--- config.mk ---
export PLATFORM = sky130hd
export DESIGN_NAME = fbc_mat_mem
export DESIGN_NICKNAME = d
export VERILOG_FILES = /design/src/rtl/frustum_box_cull_core_defines.svh /design/src/rtl/fbc_pkg.sv /design/src/rtl/fbc_mat_mem.sv
export SDC_FILE = /design/constraint.sdc
export NUM_CORES = 1
export LEC_CHECK = 0
export CAP_MARGIN = 20
export CORE_MARGIN = 2
export CORE_UTILIZATION = 55
export CTS_CLUSTER_SIZE = 10
export DETAILED_ROUTE_END_ITERATION = 16
export DONT_BUFFER_PORTS = 1
export GPL_TIMING_DRIVEN = 0
export PLACE_DENSITY = 0.74
export SKIP_LAST_GASP = 1
export SYNTH_ARGS = -nofsm -noshare
export SYNTH_HDL_FRONTEND = slang
export SYNTH_SLANG_ARGS = --single-unit
--- constraint.sdc ---
create_clock -name clk -period 1.6 [get_ports clk]
set_input_delay 0.32 -clock clk [delete_from_list [all_inputs] [get_ports clk]]
set_output_delay 0.32 -clock clk [all_outputs]
set_load 0.05 [all_outputs]
--- src/rtl/frustum_box_cull_core_defines.svh ---
// Assertion macros shared by the frustum box cull RTL.
// No dependencies; files that check their own logic include this header.
`ifndef FRUSTUM_BOX_CULL_CORE_DEFINES_SVH
`define FRUSTUM_BOX_CULL_CORE_DEFINES_SVH
`ifndef SYNTHESIS
// Same-cycle implication check, off during reset
`define FBC_ASSERT_SAME(lbl, clk, rst_n, ante, cons) \
	lbl: assert property (@(posedge clk) disable iff (!rst_n) (ante) |-> (cons)) \
		else $error("fbc check failed");
// Next-cycle implication check, off during reset
`define FBC_ASSERT_NEXT(lbl, clk, rst_n, ante, cons) \
	lbl: assert property (@(posedge clk) disable iff (!rst_n) (ante) |=> (cons)) \
		else $error("fbc check failed");
`else
`define FBC_ASSERT_SAME(lbl, clk, rst_n, ante, cons)
`define FBC_ASSERT_NEXT(lbl, clk, rst_n, ante, cons)
`endif
`endif

--- src/rtl/fbc_pkg.sv ---
// Types, codes and constants of the frustum box cull block.
// No dependencies; used by every module of the block.
package fbc_pkg;

	localparam int FRAC_W     = 16;
	localparam int MAT_DEPTH  = 16;
	localparam int MAT_AW     = 4;
	localparam int COL_W      = 2;
	localparam int ROW_W      = 2;
	localparam int PLANE_W    = 3;
	localparam int DRAIN_W    = 2;
	localparam int VERDICT_W  = 2;

	// Request codes
	localparam logic REQ_LOAD = 1'b0;
	localparam logic REQ_TEST = 1'b1;

	// Verdict codes
	localparam logic [VERDICT_W-1:0] VERDICT_OUTSIDE   = 2'd0;
	localparam logic [VERDICT_W-1:0] VERDICT_INTERSECT = 2'd1;
	localparam logic [VERDICT_W-1:0] VERDICT_INSIDE    = 2'd2;

	// Matrix columns: x, y, z normal terms and the constant term
	localparam logic [COL_W-1:0] COL_X = 2'd0;
	localparam logic [COL_W-1:0] COL_Y = 2'd1;
	localparam logic [COL_W-1:0] COL_Z = 2'd2;
	localparam logic [COL_W-1:0] COL_D = 2'd3;

	// Fourth matrix row, common to every plane
	localparam logic [ROW_W-1:0] ROW_W_TERM = 2'd3;

	localparam logic [PLANE_W-1:0] PLANE_LAST = 3'd5;
	localparam logic [DRAIN_W-1:0] DRAIN_LAST = 2'd2;

	typedef enum logic [2:0] {
		ST_IDLE,
		ST_LOAD,
		ST_TEST,
		ST_DRAIN,
		ST_RESULT
	} fbc_state_t;

	// One step of the shared multiply-accumulate unit
	typedef struct packed {
		logic             vld;
		logic             clr;
		logic             first;
		logic             last;
		logic             sub;
		logic [COL_W-1:0] col;
	} fbc_step_t;

	// Sticky sign flags over all planes of one test
	typedef struct packed {
		logic neg_p;
		logic neg_n;
	} fbc_flags_t;

	// Planes 0,2,5 subtract their source row from the fourth row, the others add it
	function automatic logic plane_is_sub(input logic [PLANE_W-1:0] plane);
		logic r;
		case (plane)
			3'd0: r = 1'b1;
			3'd2: r = 1'b1;
			3'd5: r = 1'b1;
			default: r = 1'b0;
		endcase
		return r;
	endfunction

	// Source row of a plane: two planes per row
	function automatic logic [ROW_W-1:0] plane_src_row(input logic [PLANE_W-1:0] plane);
		return plane[PLANE_W-1:1];
	endfunction

endpackage

--- src/rtl/fbc_mat_mem.sv ---
// View-projection matrix store: 16 entries, one write and two registered reads.
// Depends on fbc_pkg. Entries never written read as zero through valid bits.
module fbc_mat_mem #(
	parameter int COORD_W = 32
) (
	input  logic                           clk,
	input  logic                           arst_n,
	input  logic                           wr_en,
	input  logic [fbc_pkg::MAT_AW-1:0]     wr_addr,
	input  logic signed [COORD_W-1:0]      wr_data,
	input  logic [fbc_pkg::MAT_AW-1:0]     rd_addr_a,
	input  logic [fbc_pkg::MAT_AW-1:0]     rd_addr_b,
	output logic signed [COORD_W-1:0]      rd_a,
	output logic signed [COORD_W-1:0]      rd_b
);
	import fbc_pkg::*;

	logic signed [COORD_W-1:0] mem_q [MAT_DEPTH];
	logic [MAT_DEPTH-1:0]      ent_vld_q;
	logic signed [COORD_W-1:0] rd_a_q;
	logic signed [COORD_W-1:0] rd_b_q;
	logic                      rd_a_vld_q;
	logic                      rd_b_vld_q;

	// Write port and registered read data
	always_ff @(posedge clk) begin
		if (wr_en) begin
			mem_q[wr_addr] <= wr_data;
		end
		rd_a_q <= mem_q[rd_addr_a];
		rd_b_q <= mem_q[rd_addr_b];
	end

	// Track written entries; reset makes the whole store read as zero
	always_ff @(posedge clk or negedge arst_n) begin
		if (!arst_n) begin
			ent_vld_q  <= '0;
			rd_a_vld_q <= 1'b0;
			rd_b_vld_q <= 1'b0;
		end else begin
			if (wr_en) begin
				ent_vld_q[wr_addr] <= 1'b1;
			end
			rd_a_vld_q <= ent_vld_q[rd_addr_a];
			rd_b_vld_q <= ent_vld_q[rd_addr_b];
		end
	end

	// Mask entries not yet written
	assign rd_a = rd_a_vld_q ? rd_a_q : '0;
	assign rd_b = rd_b_vld_q ? rd_b_q : '0;

endmodule

==> results.txt <==
Outcome -> finished with violations
Failing checks -> setup timing
Met2 Use GR -> 45.9%
CP max FO -> 10
Period minus WS final -> 1880 ps
Setup crit end kind -> output port
Die footprint -> 48,000 um2
Maximum vdd ir drop -> 0.793 mV
Synthesized flop and latch total -> 594
Fin. Hold Viols -> 0
Slew headroom -> 37.4%
Overflow after GRT -> 0
Clk pin slew, worst setup/hold paths -> 60 ps
Crit path kind -> reg -> out
Internal power -> 27.4 mW
Nets -> 1,453
Io pins -> 111
Avg Synthesized Cell Area -> 20.1 um2
Mapped Cells -> 1,263
XOR/XNOR Fraction of Synth Area -> 0%
Max-slew violations -> 0
WL/cell -> 32.7 um
Initial antenna violation count -> 2
Routing usage on met1 -> 38.8%
Setup TNS -> -15,230 ps
Largest net degree at the start of global routing -> 24
CP Launch Type -> register
Multi-input logic area -> 8160 um2
Commonest non-fill, non-tap cells in the layout -> edfxtp_1 (512), mux4_2 (264), a22oi_1 (132)
I/O Buffers -> 0
FF/Latch Area -> 17,100 um2
Drt first pass iters -> 7
First-pass GRT wire length -> 97.5 mm
Htree depth -> 3
Seq pwr share -> 48.9%
Pleak -> 9.74 nW
Net Sw Power -> 8.65 mW
Worst Hold Class -> in -> reg
Simple-gate share of the synthesized area -> 3.55%
Starting Density -> 56.0%
Clock Path Buffers -> 3
Vias in the first global route -> 14,879
Synth warn -> 0
Critical Path AT -> 1560 ps
Main combinational cell family by area after synthesis -> multiplexers
CTS root buf -> clkbuf_16
Share of layout cells above drive strength 1 -> 36.9%
Starting DRC count in detailed routing -> 1,747
CTS tree -> yes
Period utilization -> 118%
Core Util, Final -> 65.5%
Logic pwr share -> 12.2%
Global-route met3 utilization -> 7.80%
All-Layer GR Usage -> 29.0%
Mapped Area -> 25,400 um2
Sequential share of the synthesized area -> 67.2%
Setup WS post-layout -> -281 ps
Endpoints failing setup -> 65
Clock sink count -> 594
Post-DP HPWL -> 42.0 mm
WL final -> 67.4 mm
Actual slew at the worst max-slew pin -> 940 ps
RSZ-0062 raised after global routing -> true
Die Wd -> 219 um
Gr busiest metal -> met2
Setup WS pre-CTS -> -950 ps
Part of the power in the clock network -> 38.9%
DR vias -> 14,115
Clk_skew -> 17.1 ps
Post-Syn Nets -> 1,310
Synth Area in Adders -> 0%
Die H -> 219 um
Pwr dens -> 1210 nW/um2
Clock latency on the worst-skew pair -> 590 ps
Drt drc -> 0
Vias per cell -> 6.85
Synth Area in Compound Gates -> 3.89%
Leading cell type in the layout, fill and taps excluded -> edfxtp_1
Switching Share -> 24.0%
GPL Wtd Cong -> 0.802
Antenna viol nets, final -> 0
Rows -> 78
Max Fclk -> 532 MHz
Fillcell total -> 2,965
Core ar. -> 45,500 um2
Mux contribution to synthesized area -> 23.4%
MaxCap Viol Count -> 0
P&R area growth vs syn -> 17.0%
Unique masters post-synth -> 20
Total CTS buffers -> 69
Worst Path Required -> 1280 ps
==> synthesized netlist by cell type <==
cell | count | area [um2]
and2_1 | 66 | 413
nand3_1 | 1 | 5.00
nor2b_1 | 4 | 25.0
clkbuf_1 | 45 | 169
nand3b_1 | 2 | 15.0
buf_1 | 6 | 22.5
dfrtp_1 | 18 | 450
nand2_1 | 67 | 251
a22oi_1 | 132 | 991
mux4_2 | 264 | 5950
or2_2 | 16 | 100
buf_4 | 8 | 60.1
buf_2 | 27 | 135
nor3_1 | 4 | 20.0
nor2_1 | 14 | 52.6
nand2b_1 | 2 | 12.5
edfxtp_1 | 512 | 15400
buf_6 | 10 | 113
or3b_2 | 1 | 8.76
dfxtp_1 | 64 | 1280
==> logic make-up (layout without fill, tap and decap cells) <==
group                  after synthesis  count (layout)
DFF                                594             594
muxes                              264             264
and+or+nand+nor                    177             177
AOI/OAI and AO/OA                  132             132
buffers and inverters               96             292
other                                0               1
==> power groups by stage <==
stage	sequential, mW	combinational, mW	clock [mW]
floorplan	17.8	2.75	0
global placement	17.9	3.53	0
detailed placement	17.9	3.61	0
CTS	17.6	4.24	14.2
global route	17.7	4.59	14.7
finish	17.6	4.40	14.0
==> worst max-delay path: stages (launching register included) <==
cell     delay (ps)
dfrtp_2         460
buf_6           150
buf_12          140
and2_4          220
==> flip-flops by register name (all words and copies together) (netlist names) <==
register,flops
mem_q,512
rd_a_q,32
rd_b_q,32
ent_vld_q,16
rd_a_vld_q,1
rd_b_vld_q,1
==> worst paths after layout <==
kind / from / end / slack [ps] / cells after the start
worst min register to register: ent_vld_q[2] / ent_vld_q[2] / 490 / 1
worst min-delay path: wr_addr[1] / mem_q[12][23] / 30 / 1
worst max-delay path: rd_b_vld_q / rd_b[9] / -280 / 3
worst max register to register: mem_q[11][1] / rd_a_q[1] / 40 / 3
min in group asynchronous: arst_n / ent_vld_q[15] / 300 / 1
max in group asynchronous: arst_n / rd_a_vld_q / 680 / 1
==> per-layer routing <==
metal / vias up / share of wire, %
li1: 5663 / -
met4: 2 / 3.5
met3: 163 / 11
met2: 883 / 49
met5: - / 0.019
met1: 7404 / 37
==> layout make-up <==
class	count	area share (%)
Timing Repair Buffer	73	3.47
Buffer	95	2.50
Multi-Input combinational cell	573	27.4
Antenna cell	1	0.00840
Tap cell	600	2.52
Sequential cell	594	57.5
Clock buffer	122	6.61
Clock inverter	2	0.0462
==> what timing repair did <==
| action | 4_1_cts | 5_1_grt |
|---|---|---|
| pin swaps | 7 | 20 |
| hold buffers | 35 | 0 |
| buffers inserted | 3 | 12 |
| gates resized for setup | 157 | 28 |
| gates cloned | 0 | 2 |
| endpoints found under the setup margin | 112 | 121 |
| hold endpoints to repair | 543 | 0 |
==> through the flow <==
step | hold slack [ps] | instance area (um2) | power [mW] | std cells
3_3_place_gp | 26.6 | 26500 | 21.4 | 1863
3_5_place_dp | 26.6 | 27000 | 21.5 | 1884
5_1_grt | 31.7 | 29800 | 37.0 | 2060
2_1_floorplan | 24.4 | 25700 | 20.6 | 1263
4_1_cts | 8.23 | 29600 | 36.0 | 2046
6_report | 31.0 | 29800 | 36.1 | 2060
No activity file was read; power rests on OpenSTA's default activity.
