$ cat config.mk
export PLATFORM = sky130hd
export DESIGN_NAME = fbc_ctrl
export DESIGN_NICKNAME = d
export VERILOG_FILES = /design/src/rtl/fbc_pkg.sv /design/src/rtl/fbc_ctrl.sv
export VERILOG_INCLUDE_DIRS = /design/src /design/src/rtl
export SDC_FILE = /design/constraint.sdc
export NUM_CORES = 1
export LEC_CHECK = 0
export ABC_AREA = 1
export CAP_MARGIN = 0
export CORE_ASPECT_RATIO = 1.2
export CORE_MARGIN = 2
export CORE_UTILIZATION = 35
export DETAILED_ROUTE_END_ITERATION = 8
export DONT_BUFFER_PORTS = 1
export PLACE_DENSITY = 0.46
export RECOVER_POWER = 100
export SETUP_SLACK_MARGIN = 0.5
export SLEW_MARGIN = 0
export SYNTH_ARGS = -nofsm -noshare
export SYNTH_HDL_FRONTEND = slang
export SYNTH_SLANG_ARGS = --single-unit
export TNS_END_PERCENT = 50
$ cat constraint.sdc
create_clock -name clk -period 1.54 [get_ports clk]
set_input_delay 0 -clock clk [delete_from_list [all_inputs] [get_ports clk]]
set_output_delay 0 -clock clk [all_outputs]
set_load 0.05 [all_outputs]
$ cat src/rtl/frustum_box_cull_core_defines.svh
// Assertion macros shared by the frustum box cull RTL.
// No dependencies; files that check their own logic include this header.
`ifndef FRUSTUM_BOX_CULL_CORE_DEFINES_SVH
`define FRUSTUM_BOX_CULL_CORE_DEFINES_SVH
`ifndef SYNTHESIS
// Same-cycle implication check, off during reset
`define FBC_ASSERT_SAME(lbl, clk, rst_n, ante, cons) \
	lbl: assert property (@(posedge clk) disable iff (!rst_n) (ante) |-> (cons)) \
		else $error("fbc check failed");
// Next-cycle implication check, off during reset
`define FBC_ASSERT_NEXT(lbl, clk, rst_n, ante, cons) \
	lbl: assert property (@(posedge clk) disable iff (!rst_n) (ante) |=> (cons)) \
		else $error("fbc check failed");
`else
`define FBC_ASSERT_SAME(lbl, clk, rst_n, ante, cons)
`define FBC_ASSERT_NEXT(lbl, clk, rst_n, ante, cons)
`endif
`endif

$ cat src/rtl/fbc_pkg.sv
// Types, codes and constants of the frustum box cull block.
// No dependencies; used by every module of the block.
package fbc_pkg;

	localparam int FRAC_W     = 16;
	localparam int MAT_DEPTH  = 16;
	localparam int MAT_AW     = 4;
	localparam int COL_W      = 2;
	localparam int ROW_W      = 2;
	localparam int PLANE_W    = 3;
	localparam int DRAIN_W    = 2;
	localparam int VERDICT_W  = 2;

	// Request codes
	localparam logic REQ_LOAD = 1'b0;
	localparam logic REQ_TEST = 1'b1;

	// Verdict codes
	localparam logic [VERDICT_W-1:0] VERDICT_OUTSIDE   = 2'd0;
	localparam logic [VERDICT_W-1:0] VERDICT_INTERSECT = 2'd1;
	localparam logic [VERDICT_W-1:0] VERDICT_INSIDE    = 2'd2;

	// Matrix columns: x, y, z normal terms and the constant term
	localparam logic [COL_W-1:0] COL_X = 2'd0;
	localparam logic [COL_W-1:0] COL_Y = 2'd1;
	localparam logic [COL_W-1:0] COL_Z = 2'd2;
	localparam logic [COL_W-1:0] COL_D = 2'd3;

	// Fourth matrix row, common to every plane
	localparam logic [ROW_W-1:0] ROW_W_TERM = 2'd3;

	localparam logic [PLANE_W-1:0] PLANE_LAST = 3'd5;
	localparam logic [DRAIN_W-1:0] DRAIN_LAST = 2'd2;

	typedef enum logic [2:0] {
		ST_IDLE,
		ST_LOAD,
		ST_TEST,
		ST_DRAIN,
		ST_RESULT
	} fbc_state_t;

	// One step of the shared multiply-accumulate unit
	typedef struct packed {
		logic             vld;
		logic             clr;
		logic             first;
		logic             last;
		logic             sub;
		logic [COL_W-1:0] col;
	} fbc_step_t;

	// Sticky sign flags over all planes of one test
	typedef struct packed {
		logic neg_p;
		logic neg_n;
	} fbc_flags_t;

	// Planes 0,2,5 subtract their source row from the fourth row, the others add it
	function automatic logic plane_is_sub(input logic [PLANE_W-1:0] plane);
		logic r;
		case (plane)
			3'd0: r = 1'b1;
			3'd2: r = 1'b1;
			3'd5: r = 1'b1;
			default: r = 1'b0;
		endcase
		return r;
	endfunction

	// Source row of a plane: two planes per row
	function automatic logic [ROW_W-1:0] plane_src_row(input logic [PLANE_W-1:0] plane);
		return plane[PLANE_W-1:1];
	endfunction

endpackage

$ cat src/rtl/fbc_ctrl.sv
// Sequencer of the frustum box cull block: row loads, plane steps, result register.
// Depends on fbc_pkg and frustum_box_cull_core_defines.svh.
`include "frustum_box_cull_core_defines.svh"
module fbc_ctrl (
	input  logic                             clk,
	input  logic                             arst_n,
	input  logic                             in_valid,
	output logic                             in_ready,
	input  logic                             req_type,
	input  logic [fbc_pkg::ROW_W-1:0]        row_idx,
	input  fbc_pkg::fbc_flags_t              flags,
	output fbc_pkg::fbc_step_t               step_s0,
	output logic [fbc_pkg::MAT_AW-1:0]       rd_addr_a,
	output logic [fbc_pkg::MAT_AW-1:0]       rd_addr_b,
	output logic                             wr_en,
	output logic [fbc_pkg::MAT_AW-1:0]       wr_addr,
	output logic [fbc_pkg::COL_W-1:0]        wr_col,
	output logic                             out_valid,
	input  logic                             out_ready,
	output logic [fbc_pkg::VERDICT_W-1:0]    verdict
);
	import fbc_pkg::*;

	fbc_state_t             state_q;
	fbc_state_t             state_d;
	logic [COL_W-1:0]       col_q;
	logic [PLANE_W-1:0]     plane_q;
	logic [DRAIN_W-1:0]     drain_q;
	logic                   out_valid_q;
	logic [VERDICT_W-1:0]   verdict_q;
	logic                   result_load;
	logic [VERDICT_W-1:0]   verdict_d;

	// Next state
	always_comb begin
		state_d = state_q;
		case (state_q)
			ST_IDLE: begin
				if (in_valid) begin
					state_d = (req_type == REQ_LOAD) ? ST_LOAD : ST_TEST;
				end
			end
			ST_LOAD: begin
				if (col_q == COL_D) begin
					state_d = ST_IDLE;
				end
			end
			ST_TEST: begin
				if (col_q == COL_D && plane_q == PLANE_LAST) begin
					state_d = ST_DRAIN;
				end
			end
			ST_DRAIN: begin
				if (drain_q == DRAIN_LAST) begin
					state_d = ST_RESULT;
				end
			end
			ST_RESULT: begin
				if (!out_valid_q || out_ready) begin
					state_d = ST_IDLE;
				end
			end
			default: state_d = ST_IDLE;
		endcase
	end

	always_ff @(posedge clk or negedge arst_n) begin
		if (!arst_n) begin
			state_q <= ST_IDLE;
		end else begin
			state_q <= state_d;
		end
	end

	// Advance column, plane and drain counters
	always_ff @(posedge clk or negedge arst_n) begin
		if (!arst_n) begin
			col_q   <= '0;
			plane_q <= '0;
			drain_q <= '0;
		end else begin
			if (state_q == ST_LOAD || state_q == ST_TEST) begin
				col_q <= col_q + 1'b1;
			end else begin
				col_q <= '0;
			end
			if (state_q == ST_TEST) begin
				if (col_q == COL_D) begin
					plane_q <= plane_q + 1'b1;
				end
			end else begin
				plane_q <= '0;
			end
			if (state_q == ST_DRAIN) begin
				drain_q <= drain_q + 1'b1;
			end else begin
				drain_q <= '0;
			end
		end
	end

	// Outputs per state
	always_comb begin
		in_ready      = (state_q == ST_IDLE);
		wr_en         = (state_q == ST_LOAD);
		wr_col        = col_q;
		wr_addr       = {row_idx, col_q};
		step_s0.vld   = (state_q == ST_TEST);
		step_s0.clr   = (plane_q == '0) && (col_q == COL_X);
		step_s0.first = (col_q == COL_X);
		step_s0.last  = (col_q == COL_D);
		step_s0.sub   = plane_is_sub(plane_q);
		step_s0.col   = col_q;
		rd_addr_a     = {ROW_W_TERM, col_q};
		rd_addr_b     = {plane_src_row(plane_q), col_q};
		result_load   = (state_q == ST_RESULT) && (!out_valid_q || out_ready);
	end

	// Outside beats intersecting beats inside
	assign verdict_d = flags.neg_p ? VERDICT_OUTSIDE :
	                   flags.neg_n ? VERDICT_INTERSECT : VERDICT_INSIDE;

	// Hold the result until the transaction completes
	always_ff @(posedge clk or negedge arst_n) begin
		if (!arst_n) begin
			out_valid_q <= 1'b0;
		end else if (result_load) begin
			out_valid_q <= 1'b1;
		end else if (out_ready) begin
			out_valid_q <= 1'b0;
		end
	end

	always_ff @(posedge clk) begin
		if (result_load) begin
			verdict_q <= verdict_d;
		end
	end

	assign out_valid = out_valid_q;
	assign verdict   = verdict_q;

	`FBC_ASSERT_SAME(a_verdict_code, clk, arst_n, out_valid_q, verdict_q != 2'd3)
	`FBC_ASSERT_SAME(a_plane_range, clk, arst_n, state_q == ST_TEST, plane_q <= PLANE_LAST)
	`FBC_ASSERT_NEXT(a_accept_busy, clk, arst_n, in_valid && in_ready, (state_q == ST_LOAD || state_q == ST_TEST))

endmodule

==> results of run 1 <==
-- critical path: cells and delay by family (launching register included) --
kind | cells | cell delay [ps]
DFF | 1 | 490
buffers and inverters | 2 | 340
and+or+nand+nor | 1 | 280
-- what timing repair did --
action / CTS / global route
setup buffers: 9 / 2
hold endpoints to repair: 19 / 0
resized for setup: 27 / 10
endpoints found under the setup margin: 25 / 29
hold buffers: 5 / 0
gates cloned: 0 / 0
pin swaps: 6 / 5
-- state kept, by name, indices dropped and copies added (netlist names) --
signal,cells
out_valid,1
verdict,2
state_q,3
plane_q,3
drain_q,2
wr_col,2
-- how the worst max path moves through the flow --
stage            endpoint  slack (ps)       start
3_3_place_gp   verdict[0]         290  state_q[0]
5_1_grt        step_s0[6]         110  state_q[1]
2_1_floorplan  state_q[0]         230   wr_col[0]
3_5_place_dp   verdict[0]         270  state_q[0]
6_report       step_s0[6]         160  state_q[1]
4_1_cts        step_s0[2]         240  plane_q[1]
-- cell families after synthesis --
family | Yosys count | synth area share (%)
compound gates | 4 | 2.61
xor+xnor | 1 | 1.01
fa+ha+maj | 7 | 10.1
buf+inv | 37 | 22.2
flops | 13 | 38.8
other cells | 1 | 0.434
simple gates | 49 | 24.8
-- power by group through the flow --
stage	combinational, mW	sequential, mW	clock, mW
after detailed placement	1.59	0.565	0
final	1.80	0.540	0.216
after global routing	1.96	0.552	0.234
after floorplan	1.35	0.667	0
after CTS	1.88	0.551	0.223
after global placement	1.59	0.563	0
-- Yosys cell counts, drive strengths merged --
cell | number | area, sq um
nand4 | 1 | 6.26
edfxtp | 2 | 60.1
a21oi | 2 | 10.0
buf | 14 | 105
conb | 1 | 3.75
o21ai | 1 | 5.00
a211oi | 1 | 7.51
nand2 | 22 | 85.1
nand3 | 9 | 55.1
ha | 7 | 87.6
dfrtp | 11 | 275
nor3 | 1 | 5.00
xnor2 | 1 | 8.76
nor2 | 16 | 62.6
inv | 23 | 86.3
-- area by class of cell --
type / count / area [sq um]
flip-flops and latches: 13 / 342
multi-input cells: 63 / 397
repair buffers: 26 / 230
inverters: 23 / 93.8
fillers: 242 / 1180
well taps: 31 / 38.8
clock buffers: 4 / 26.3
-- per-layer routing --
metal	global-route usage [%]	wire [um]	vias to the layer above	share of wire [%]
li1	-	-	357	-
met1	14.0	657	334	38
met2	27.4	938	20	55
met3	1.78	83	6	4.8
met4	6.12	38	0	2.2
met5	0	0	-	0
==> impl_metrics.csv, run 1 <==
group,metric,value,unit
pwr,seq_power_share,21.1,%
clocking,htreeDepth,1,
clocking,clock-sinks,13,
setup_path,cpMaxStageDelayCell,"dfrtp_2",
pwr,power_switching,1.49,mW
min_path,min_to,"wr_addr[3]",
clocking,clock_path_buffers,2,
floorplanning,die_x,49.3,um
place,port_buffers,0,
floorplanning,io_pins,35,
timing,final_hold_viol_count,0,
floorplanning,rows,19,
setup_path,critical_path.max_stage_delay,490,ps
pwr,combPwrFrac,70.4,%
pwr,vdd_drop_max,0.00122,V
timing,slew_headroom,51.3,%
setup_path,r2r_setup_slack,210,ps
synth,syn_area,863,sq um
drt,dr.pass1.iters,4,
clocking,clkLatencyLatePin,280,ps
job,cap_violations,0,
synth,ys_ff_latch,13,
final_layout,final_cell_mix,"nand2_1 (19), inv_1 (18), nor2_1 (13)",
clocking,cts_tree,"done",
global_routing,grt_use_total,13.7,%
timing,worst_slew_pin_slew,735,ps
drt,viasPerCell,4.48,
status,status,"complete, no violations",
pwr,clkPwrFrac,8.5,%
global_routing,gr-total-overflow,0,
setup_path,crit_type,"flip-flop to primary output",
pwr,power.leakage,0.564,nW
timing,setup_viol,0,
final_layout,utilization,48.9,%
timing,postLayoutSetupSlackWorst,158,ps
pwr,swShare,58.4,%
timing,max_freq,724,MHz
min_path,hold_start,"row_idx[1]",
synth,seq_area_frac_synth,38.8,%
final_layout,final_common_cell,"nand2_1",
setup_path,crit_required,1540,ps
global_routing,grt_max_degree,12,
clocking,clk_pin_slew_worst_paths,80,ps
final_layout,num-nets-final,146,
final_layout,antenna_cells,0,
setup_path,worstReg2RegStart,"state_q[1]",
timing,finalSetupTns,0,ps
setup_path,arrival,1380,ps
setup_path,worst_setup_path_end_kind,"primary output",
setup_path,critPathLaunchType,"flip-flop",
final_layout,syn2layout_area_growth,30.6,%
place,post-place-cells,140,
clocking,cts_root_buf,"clkbuf_4",
pwr,power_density,2270,mW/mm^2
clocking,cts_inserted_buffers,3,
floorplanning,die_y,58.4,um
timing,period_share,89.7,%
timing,period_needed,1380,ps
pwr,p_int,1.06,mW
min_path,hold_depth,0,
place,dpl.hpwl,1280,um
place,dp_slack,268,ps
synth,syn_inst,112,
drt,postRouteAntennaNets,0,
min_path,hp-class,"primary input to primary output",
drt,wl_per_cell,10.7,um
global_routing,grt_first_pass_wirelength,3040,um
timing,rsz0062_at_grt,"true",
floorplanning,die-area,0.00288,sq mm
final_layout,drive_above_1_share,32.6,%
timing,holdWs,0.416,ps
setup_path,rr_endpoint,"state_q[0]",
final_layout,final_cells,160,
synth,yosys_warnings,0,
setup_path,worstPathMaxFanout,7,
place,placed_cell_area,940,sq um
final_layout,design_area,0.00113,sq mm
setup_path,crit_chain,"nand3_1 > clkinvlp_4 > buf_6",
drt,drcViolationCount,0,
timing,maxSlewViolCount,0,
global_routing,grt_pass1_vias,741,
synth,avgSynthCellArea,7.71,sq um
pwr,power,2.56,mW
floorplanning,core-area,0.00231,sq mm
drt,drt_iter0_markers,7,
global_routing,antenna_found_initial,0,
floorplanning,start_util,37.4,%
drt,num_vias,717,
timing,clock_skew,0.826,ps
synth,ys_types,19,
drt,routed_wl,1720,um
setup_path,r2r_cells,6,
place,place.gp.congestion,0.878,
No activity file was read; power rests on OpenSTA's default activity.
==> run 2: changes to the inputs <==
--- a/config.mk
+++ b/config.mk
@@ -10,10 +10,10 @@
 export CAP_MARGIN = 0
 export CORE_ASPECT_RATIO = 1.2
 export CORE_MARGIN = 2
-export CORE_UTILIZATION = 35
+export CORE_UTILIZATION = 30
 export DETAILED_ROUTE_END_ITERATION = 8
 export DONT_BUFFER_PORTS = 1
-export PLACE_DENSITY = 0.46
+export PLACE_DENSITY = 0.41
 export RECOVER_POWER = 100
 export SETUP_SLACK_MARGIN = 0.5
 export SLEW_MARGIN = 0
==> run 2 against run 1 <==
Compared with the run above:
- fmax down 2.5%
- worst hold slack about the same
- power up 5.4%
- cell area up 5.8%
- register-to-register slack worse by 50 ps
- largest power group unchanged
- sequential power up 6.1%
==> impl_metrics.csv, run 2 (synthesis results as in run 1) <==
group,metric,value,unit
final_layout,utilization,43.2,%
place,placed_cell_area,963,sq um
drt,drt_iter0_markers,15,
setup_path,path_common_cell,"clkbuf_4",
drt,viasPerCell,4.43,
place,dpl.hpwl,1310,um
timing,finalSetupTns,0,ps
timing,postLayoutSetupSlackWorst,123,ps
setup_path,worstReg2RegStart,"state_q[1]",
clocking,cts_root_buf,"clkbuf_4",
final_layout,final_cell_mix,"nand2_1 (17), inv_1 (14), nor2_1 (12)",
floorplanning,die_y,62.8,um
setup_path,critPathLaunchType,"flip-flop",
clocking,clock-sinks,13,
final_layout,multi_input_area,439,sq um
drt,drcViolationCount,0,
setup_path,crit_required,1540,ps
global_routing,grt_pass1_vias,703,
floorplanning,die-area,0.00332,sq mm
drt,routed_wl,1920,um
drt,postRouteAntennaNets,0,
setup_path,cpMaxStageDelayCell,"clkbuf_4",
min_path,hold_start,"row_idx[0]",
setup_path,crit_path_start,"wr_col[0]",
timing,clock_skew,0.474,ps
drt,num_vias,726,
setup_path,worst_setup_path_end_kind,"primary output",
clocking,cts_tree,"done",
setup_path,crit_chain,"clkbuf_4 > clkbuf_4",
clocking,clkLatencyLatePin,280,ps
setup_path,critical_path.max_stage_delay,610,ps
floorplanning,die_x,53.0,um
final_layout,antenna_cells,0,
place,port_buffers,0,
setup_path,crit_type,"flip-flop to primary output",
timing,period_share,92.0,%
clocking,clock_path_buffers,2,
place,dp_slack,270,ps
timing,maxSlewViolCount,0,
pwr,power_density,2260,mW/mm^2
setup_path,worstPathMaxFanout,5,
pwr,vdd_drop_max,0.00118,V
status,status,"complete, no violations",
global_routing,gr-total-overflow,0,
final_layout,reg_top3,"plane_q (3), state_q (3)",
global_routing,antenna_found_initial,0,
job,cap_violations,0,
global_routing,grt_first_pass_wirelength,3010,um
final_layout,drive_above_1_share,39.2,%
timing,worst_slew_pin_slew,734,ps
timing,final_hold_viol_count,0,
final_layout,final_common_cell,"nand2_1",
min_path,hp-class,"primary input to primary output",
global_routing,grt_use_total,12.5,%
floorplanning,io_pins,35,
timing,setup_viol,0,
clocking,cts_inserted_buffers,3,
final_layout,register_area,338,sq um
pwr,power.leakage,0.598,nW
drt,dr.pass1.iters,4,
timing,max_freq,706,MHz
final_layout,design_area,0.00119,sq mm
clocking,htreeDepth,1,
final_layout,num-nets-final,147,
floorplanning,core-area,0.00276,sq mm
final_layout,fill_cells,298,
timing,period_needed,1420,ps
final_layout,syn2layout_area_growth,38.1,%
place,place.gp.congestion,0.854,
timing,slew_headroom,51.3,%
clocking,clk_pin_slew_worst_paths,80,ps
global_routing,grt_max_degree,12,
drt,wl_per_cell,11.7,um
timing,rsz0062_at_grt,"true",
floorplanning,start_util,31.3,%
floorplanning,rows,21,
setup_path,arrival,1420,ps
==> run 2: changes by cell type in the layout (fill, tap and decap cells not counted), moves of 2 or more <==
cell     previous run  this run
dfrtp_1             6         9
dfrtp_2             5         2
inv_1              18        14
inv_2               3         6
nand2_1            19        17
nand3_1             8         5
nand3_2             1         3
==> run 2: layer usage <==
layer  global-route usage (%)  up-vias  wire length (um)  share of wire, %
met5                        0        -                 0                 0
met2                     21.6       24              1060                55
met1                     13.7      338               725                38
met4                     6.41        0                38               2.0
met3                     2.87        5               102               5.3
li1                         -      359                 -                 -
==> run 2: cell type report <==
class | count | share of cell area, %
Clock buffer | 4 | 2.20
Inverter | 23 | 7.87
Multi-Input combinational cell | 63 | 36.8
Sequential cell | 13 | 28.3
Tap cell | 34 | 3.57
Timing Repair Buffer | 27 | 21.2
==> run 2: worst paths after layout <==
| check | endpoint | slack [ps] | depth (start not counted) |
|---|---|---|---|
| min in group asynchronous | state_q[2] | 130 | 1 |
| worst min-delay path | wr_addr[2] | 0.08 | 0 |
| worst max-delay path | rd_addr_a[0] | 120 | 2 |
| worst min register to register | drain_q[0] | 420 | 1 |
| max in group asynchronous | wr_col[0] | 1030 | 1 |
| worst max register to register | state_q[0] | 160 | 7 |
==> run 2: where the power goes <==
| part | total [mW] | internal (mW) | switching (mW) |
|---|---|---|---|
| clock network | 0.219 | 0.101 | 0.118 |
| registers | 0.573 | 0.429 | 0.144 |
| logic | 1.90 | 0.605 | 1.30 |
==> run 2: through the flow <==
step | instances | power (mW) | hold WS [ps]
floorplan | 113 | 2.02 | -296
finish | 164 | 2.69 | 0.0763
global route | 164 | 2.86 | 0.283
detailed placement | 144 | 2.21 | -295
global placement | 144 | 2.20 | -295
CTS | 160 | 2.59 | 0.341
==> run 2: repair_timing <==
| item | 4_1_cts | 5_1_grt |
|---|---|---|
| setup endpoints to repair | 23 | 27 |
| hold endpoints to repair | 17 | 0 |
| gates resized for setup | 19 | 23 |
| setup buffers | 7 | 4 |
| hold buffers | 5 | 0 |
| pin swaps | 2 | 3 |
==> run 2: worst max-delay path: cells and delay by family, from the launching register on <==
family   cells  cell delay (ps)
buf+inv      2              740
flops        1              390
